### src/hw/rtl/asd_div.sv
// ----------------------------------------------------------------------------
// asd_div - serial restoring divider
// Unsigned 40-bit dividend by 17-bit divisor, one quotient bit per cycle.
// ----------------------------------------------------------------------------
module asd_div (
	input  logic        clk,
	input  logic        arst_n,
	input  logic        start,
	input  logic [39:0] dividend,
	input  logic [16:0] divisor,
	output logic        done,
	output logic [39:0] quotient
);

	logic [39:0] quo_q;
	logic [17:0] rem_q;
	logic [16:0] dvs_q;
	logic [5:0]  cnt_q;
	logic        busy_q;
	logic [17:0] trial;
	logic [18:0] diff;

	assign trial    = {rem_q[16:0], quo_q[39]};
	assign diff     = {1'b0, trial} - {2'b00, dvs_q};
	assign quotient = quo_q;

	// shift, trial subtract, restore
	always_ff @(posedge clk or negedge arst_n) begin
		if (!arst_n) begin
			busy_q <= 1'b0;
			done   <= 1'b0;
			cnt_q  <= '0;
		end else begin
			done <= 1'b0;
			if (start) begin
				busy_q <= 1'b1;
				quo_q  <= dividend;
				rem_q  <= '0;
				dvs_q  <= divisor;
				cnt_q  <= 6'd40;
			end else if (busy_q) begin
				if (!diff[18]) begin
					rem_q <= diff[17:0];
					quo_q <= {quo_q[38:0], 1'b1};
				end else begin
					rem_q <= trial;
					quo_q <= {quo_q[38:0], 1'b0};
				end
				cnt_q <= cnt_q - 6'd1;
				if (cnt_q == 6'd1) begin
					busy_q <= 1'b0;
					done   <= 1'b1;
				end
			end
		end
	end

endmodule
### config.mk
export PLATFORM = sky130hd
export DESIGN_NAME = asd_div
export DESIGN_NICKNAME = d
export VERILOG_FILES = /design/src/hw/rtl/asd_div.sv
export SDC_FILE = /design/constraint.sdc
export NUM_CORES = 1
export LEC_CHECK = 0
export BUFFER_PORTS_ARGS = -buffer_cell sky130_fd_sc_hd__buf_2
export CORE_UTILIZATION = 40
export CTS_CLUSTER_SIZE = 16
export DETAILED_ROUTE_END_ITERATION = 12
export HOLD_SLACK_MARGIN = 0.1
export PLACE_DENSITY = 0.7
export SYNTH_ARGS = -nofsm -noshare
export SYNTH_HDL_FRONTEND = slang
export SYNTH_SLANG_ARGS = --single-unit
### constraint.sdc
create_clock -name clk -period 2.62 [get_ports clk]
set_clock_uncertainty 0.1 [all_clocks]
set_input_delay 0.524 -clock clk [delete_from_list [all_inputs] [get_ports clk]]
set_output_delay 0.524 -clock clk [all_outputs]
set_load 0.1 [all_outputs]
==> impl_metrics.ini <==
[cts]
cts_buffer_depth = 2
insertion_delay_ps = 370
cts-htree-levels = 3
cts_tree = yes
cts_root_buffer = clkbuf_8
numCtsBuffers = 9
numClockSinks = 82
clk_pin_slew_ps = 80

[logic_synthesis]
synth_cell_types = 50
yosys.area_share.adder = 0.0588
async_flop_share = 0.0976
yosys-mux-area-fraction = 0.108
syn-mean-instance-area_um2 = 12.2
synth_compound_area_frac = 0.110
ys.flop_type = edfxtp_1
syn_nets = 440
synth_area_mm2 = 0.00438
ys_seq_area_frac = 0.553
synth-edff-count = 74
synth_xor_area_frac = 0.0320
ys_top_cells_by_area = edfxtp_1, mux2_2, ha_1, dfrtp_1, nand2_1
netlist.area_leader.share = 0.507
synth_seq_cells = 82
synth_top_family_by_area = compound AO/OA/AOI/OAI gates
yosysWarnings = 0
postSynthCellCount = 360
synth_top_area_cell = edfxtp_1
synth-simple-area-share = 0.104

[drt]
vias = 3224
ant_nets = 0
wl_met2_mm = 4.28
wl_per_cell_um = 15.3
dr.pass1.iters = 4
wirelength_mm = 9.44
wl_met1_mm = 4.29
met3_length_um = 633
via_per_inst = 5.23
drcViolationCount = 0
topRoutingLayerUsed = met4
drt_iter0_drc = 117

[sta]
hold_viol = 0
timing.slew.headroom = 0.596
tightest_slew_ps = 598
finalSetupViolCount = 0
rsz0062_at_grt = true
fin_ws_ps = 9.22
fin_crit_ps = 2610
max_freq_ghz = 0.383
min_period_over_period = 0.996
slew_viol_final = 0

[global_route]
globalRouteOverflowTotal = 0
grt_pass1_vias = 3276
antenna_found_initial = 0
grt_max_degree = 41
grt_pass1_wl_mm = 15.4
track_usage = 0.175

[worst_setup_path]
arrival_ps = 2710
cpPeakStageDelay_ps = 420
worst_setup_path_start_kind = register
cp_slowest_cell = edfxtp_1
required_ps = 2710
crit_family = compound AO/OA/AOI/OAI gates
path_cells = ha_4 -> fa_2 -> nand2b_4 -> a21oi_4 -> o21ai_4 -> a31o_4 -> or3b_4 -> a311oi_2
path_buf_inv = 0
worstPathMaxFanout = 5
crit_type = register to register
cp-end-kind = register

[placement]
hpwlAfterDp_mm = 6.86
place_ws_ps = 6.77
place_area_mm2 = 0.00517
dp_cells = 597
place_congestion = 0.906
numPortBuffers = 100

[layout]
design_area_mm2 = 0.00553
final_net_count = 557
insertedDiodeCount = 0
multi_input_area_mm2 = 0.00196
fin_util = 0.528
synthToLayoutAreaGrowth_pct = 26.1
final_cells = 617
fillCellCount = 969
regArea_mm2 = 0.00242
drive_gt1_frac = 0.414

[power_and_ir_drop]
leakagePower_nw = 2.29
powerDensity_mw_per_mm2 = 756
ir_drop_uv = 380

[status]
status = completed

[floorplan]
initial_utilization = 0.419
fp-row-count = 37
die_height_um = 107
pin_count = 101
dieArea_mm2 = 0.0114
die_w_um = 107
coreArea_mm2 = 0.0105

[min_path]
worst_hold_path_type = input port to register

[job]
maxCapViolCount = 0
worst paths after layout:
kind | slack, ps | end | start | cells after the start
setup / recovery | 9 | rem_q[7]$_SDFFCE_PP0P_ | dvs_q[0]$_DFFE_PP_ | 8
setup reg to reg | 9 | rem_q[7]$_SDFFCE_PP0P_ | dvs_q[0]$_DFFE_PP_ | 8
hold reg to reg | 450 | cnt_q[4]$_DFFE_PN0N_ | cnt_q[4]$_DFFE_PN0N_ | 2
hold / removal | 230 | dvs_q[7]$_DFFE_PP_ | divisor[7] | 1
min in group asynchronous | 550 | cnt_q[2]$_DFFE_PN0N_ | arst_n | 2
max in group asynchronous | 1600 | cnt_q[0]$_DFFE_PN0N_ | arst_n | 2
cell usage after synthesis (2+ instances only):
cell type / count
a211oi_1: 5
a21o_1: 5
a21oi_1: 16
a21oi_2: 2
a311oi_1: 8
a311oi_2: 2
a32oi_1: 2
and2_1: 3
and3_1: 2
and4_1: 2
buf_2: 2
buf_4: 2
clkbuf_1: 12
dfrtp_1: 8
edfxtp_1: 74
ha_1: 19
inv_1: 22
mux2_2: 40
nand2_1: 32
nand2b_1: 8
nand3_1: 10
nor2_1: 26
nor2b_1: 4
nor3_1: 2
o211ai_1: 5
o21ai_0: 5
o21ai_1: 4
or3_1: 2
xnor2_1: 9
xor2_1: 7
cell usage in the layout, fill, tap and decap left out, types with 5 or more instances in the layout:
| master | netlist | routed |
|---|---|---|
| a21oi_1 | 16 | 16 |
| xor2_1 | 7 | 7 |
| inv_1 | 22 | 21 |
| clkbuf_8 | 0 | 9 |
| a21o_1 | 5 | 5 |
| buf_4 | 2 | 18 |
| nand2_1 | 32 | 32 |
| edfxtp_1 | 74 | 74 |
| a311oi_1 | 8 | 8 |
| mux2_2 | 40 | 40 |
| nand3_1 | 10 | 10 |
| ha_1 | 19 | 13 |
| xnor2_1 | 9 | 9 |
| ha_4 | 0 | 5 |
| nor2_1 | 26 | 25 |
| buf_2 | 2 | 100 |
| dfrtp_1 | 8 | 8 |
| o211ai_1 | 5 | 5 |
| o21ai_1 | 4 | 5 |
| nand2b_1 | 8 | 7 |
sequential cells by signal, indices dropped and copies added (netlist names):
register	count
quotient	40
rem_q	17
cnt_q	6
dvs_q	17
done	1
busy_q	1
cell type report:
class | instances | share of cell area
timing repair buffer | 122 | 0.128
inverter | 22 | 0.0149
clock inverter | 5 | 0.0102
tap | 136 | 0.0308
multi-input combinational | 240 | 0.355
clock buffer | 10 | 0.0231
sequential | 82 | 0.438
where the power goes:
part / switching [mW] / internal, mW
clock: 0.462 / 0.434
combinational: 0.968 / 0.614
sequential: 0.0975 / 1.60
total: 1.53 / 2.65
cell families after synthesis:
kind of cell,Yosys count
compound gates,66
xor+xnor,16
fa+ha+maj,20
buf+inv,38
flops,82
mux,42
simple gates,96
stage by stage:
step	total power [mW]	hold WS, ps	setup TNS, ps
final	4.18	225	0
after detailed placement	3.17	356	0
after global routing	4.38	214	-146
after CTS	4.08	208	0
after global placement	3.14	342	0
after floorplan	2.83	128	-6880
repair_timing:
item,4_1_cts,5_1_grt
pin swaps,0,9
hold buffers,1,0
setup buffers,0,5
gates cloned,0,0
hold endpoints to repair,8,0
setup endpoints to repair,2,12
resized for setup,1,20
metal layers:
| metal | global-route usage | vias to the layer above |
|---|---|---|
| li1 | - | 1571 |
| met2 | 0.267 | 111 |
| met4 | 0.0939 | 0 |
| met1 | 0.222 | 1520 |
| met5 | 0 | - |
| met3 | 0.0523 | 22 |
No activity file was read; power rests on OpenSTA's default activity.
